<file path="config.mk">
export PLATFORM = sky130hd
export DESIGN_NAME = tqr_ram
export DESIGN_NICKNAME = d
export VERILOG_FILES = /design/src/sv/tqr_ram.sv
export SDC_FILE = /design/constraint.sdc
export NUM_CORES = 1
export LEC_CHECK = 0
export BUFFER_PORTS_ARGS = -buffer_cell sky130_fd_sc_hd__buf_2
export CAP_MARGIN = 20
export CORE_ASPECT_RATIO = 2
export CORE_MARGIN = 3
export CORE_UTILIZATION = 55
export DETAILED_ROUTE_END_ITERATION = 8
export GPL_ROUTABILITY_DRIVEN = 0
export PLACE_DENSITY = 0.73
export SETUP_SLACK_MARGIN = 0.1
export SYNTH_ARGS = -nofsm -noshare
export SYNTH_HDL_FRONTEND = slang
export SYNTH_SLANG_ARGS = --single-unit
</file>
<file path="constraint.sdc">
create_clock -name clk_i -period 2 [get_ports clk_i]
set_clock_uncertainty 0.1 [all_clocks]
set_input_delay 0.2 -clock clk_i [delete_from_list [all_inputs] [get_ports clk_i]]
set_output_delay 0.2 -clock clk_i [all_outputs]
set_load 0.01 [all_outputs]
</file>
<file path="src/sv/tqr_ram.sv">
`default_nettype none

module tqr_ram #(
  parameter int unsigned Width = 8,
  parameter int unsigned Depth = 16
) (
  input  wire logic                     clk_i,
  input  wire logic                     we_i,
  input  wire logic [$clog2(Depth)-1:0] waddr_i,
  input  wire logic [Width-1:0]         wdata_i,
  input  wire logic                     re_i,
  input  wire logic [$clog2(Depth)-1:0] raddr_i,
  output logic      [Width-1:0]         rdata_o
);

  logic [Width-1:0] mem_q [Depth];

  always_ff @(posedge clk_i) begin
    if (we_i) begin
      mem_q[waddr_i] <= wdata_i;
    end
    if (re_i) begin
      rdata_o <= mem_q[raddr_i];
    end
  end

endmodule

`default_nettype wire

</file>
==> summary.txt <==
Detailed routing
  • Post-Route WL: 10000 um
  • Routed Antenna Nets: 0
  • Via count: 2494
  • WL per Instance: 25.0 um
  • Vias per inst: 6.24
  • DRC viols: 0
  • Drt pass-1 iters: 6
  • Drt first-iter violations: 216

STA
  • Setup violators final: 0
  • Relative slew margins: 0.737
  • Final hold violation count: 0
  • Final-report max-slew violation count: 0
  • Min cycle time layout: 1.63 ns
  • Unrepaired setup endpoints after global routing: false
  • Fmax: 613 MHz
  • Setup ws final: 0.370 ns
  • Worst-margin pin slew: 0.393 ns
  • Fin Setup TNS: 0 ns
  • Tcrit/Tclk final: 0.815

Outcome
  • Run status: finished, final reports clean

Critical path
  • Critical path fanouts, max: 1
  • Crit path DAT: 1.67 ns
  • R2R setup slack: 0.37 ns
  • Crit start category: flop
  • CP endpoint kind: flop
  • Worst setup path class: flop to flop
  • CP required: 2.04 ns

Clock tree
  • Gates resized, CTS repair: 0
  • Post-CTS Setup Bufs: 0
  • Clock Latency Late Sink: 0.41 ns
  • Num CTS Buffers: 17
  • CTS HTree Levels: 4
  • TritonCTS clock tree: built
  • Clock Tree Buf Depth: 2
  • Clk slew on worst S/H paths: 0.06 ns
  • Clock Sink Count: 136
  • Hold-fix buffers, CTS: 0
  • Root Driver: clkbuf_16

Pwr
  • Worst vdd ir: 0.709 mV
  • Leakage power: 2.11 nW
  • Pwr dens: 1060 nW/um^2

Synthesis
  • Post-Syn Area: 5230 sq um
  • Yosys top cell area share: 0.781
  • Area leader, netlist: edfxtp_1
  • Avg Inst Size Synth: 22.8 sq um
  • Number of library cell types mapped by synthesis: 18
  • Seq cells post-synth: 136
  • Syn Inst Count: 229
  • Leading post-synthesis cells by cell area: edfxtp_1 (78%), mux4_2 (7.8%), mux4_1 (7.0%)
  • Synth warn: 0
  • Seq/Total Area, Yosys: 0.781
  • Syn_nets: 248

Cells and area
  • Post-route insts no fill: 400
  • Synth-to-layout area growth: 17.6%
  • # diodes: 0
  • Share of cells above drive strength 1: 0.309
  • Design Area, Final: 6150 sq um
  • Nets: 305
  • Number of fill cells: 574

Placed design
  • Dpl ws: 0.0733 ns
  • Placed Cells: 369
  • DP HPWL: 6520 um
  • Number of I/O port buffers: 26
  • Cell Area, Placed: 5580 sq um

Die
  • Starting density of the core: 0.572
  • Die area: 10800 sq um
  • IO Pins: 27
  • Die width: 74.9 um
  • Die height: 144 um
  • Rows: 49
  • Core Box Area: 9140 sq um

Global routing
  • Initial antenna violation count: 0
  • First-pass GRT wire length: 15300 um
  • Global route overflow: 0
  • Maximum number of pins on one net before global-route repair: 32
  • Global-route usage over all layers: 0.210
  • Vias in the first global route: 2600

Run
  • Max Cap Viol: 0

Min path
  • Hold WC Path Type: input pin to flop
-- placed cells by master (no fill, tap or decap), types with 2 or more instances in the layout --
master,instances
buf_4,21
edfxtp_1,136
nor3_1,4
clkinv_1,2
nand3b_1,2
nand2_1,9
a22oi_1,16
buf_2,26
bufinv_16,3
clkbuf_16,17
nor2_1,13
nand2b_1,2
mux4_2,18
clkinv_2,3
clkbuf_1,4
mux4_1,14
-- state kept, by name, summed over array words and instances, names as in the netlist --
register / cells
mem_q: 128
rdata_o: 8
-- power breakdown --
part	total (mW)	leakage, nW	switching (mW)	internal (mW)
clock	3.01	0.276	1.07	1.94
sequential	3.23	1.24	0.0159	3.21
combinational	0.293	0.594	0.167	0.126
-- metrics by stage --
step                hold WS, ns  power [mW]  utilization
finish                   0.0666        6.53        0.673
global route             0.0583        6.75        0.673
CTS                      0.0509        6.58        0.673
detailed placement        0.479        3.58        0.610
global placement          0.476        3.57        0.610
floorplan                 0.199        3.45            -
-- path summary, 6_finish.rpt --
path                                        startpoint                    to  cells past startpoint
worst min register to register  mem_q[15][3]$_DFFE_PP_  rdata_o[3]$_DFFE_PP_                      3
worst max-delay path             mem_q[1][5]$_DFFE_PP_  rdata_o[5]$_DFFE_PP_                      3
worst max register to register   mem_q[1][5]$_DFFE_PP_  rdata_o[5]$_DFFE_PP_                      3
worst min-delay path                              re_i  rdata_o[6]$_DFFE_PP_                      1
-- Yosys cell counts (all sizes together) --
master           n
clkdlybuf4s25    3
mux4            32
nand2            9
and2b            1
nor2            13
or3b             1
and2             1
nand3b           2
nand2b           2
nand3            1
a22oi           16
edfxtp         136
buf              7
nor2b            1
nor3             4
-- metal layers --
layer  GRT usage  wire (um)
met1       0.237       3700
met2       0.373       5860
met3      0.0546        349
met4      0.0722         91
met5           0          0
-- worst max-delay path, cell delays in order, from the launching register on --
cell and delay (ns):
edfxtp_1 0.35, mux4_1 0.55, a22oi_1 0.27, nand2_1 0.10
-- logic make-up (layout without fill, tap and decap cells) --
| family | after synthesis | in the layout | share of synthesized area |
|---|---|---|---|
| mux | 32 | 32 | 0.148 |
| flops | 136 | 136 | 0.781 |
| buf+inv | 10 | 79 | 0.0165 |
| compound gates | 16 | 16 | 0.0230 |
| simple gates | 35 | 35 | 0.0314 |
-- final cells by class --
cell class	instances	area, sq um	share of cell area
Clock buffer	21	440	0.0717
Clock inverter	10	129	0.0210
Multi-Input combinational cell	83	1060	0.172
Sequential cell	136	4080	0.664
Tap cell	102	128	0.0208
Timing Repair Buffer	48	308	0.0501
Note: power is estimated with default switching activity, not from simulation.
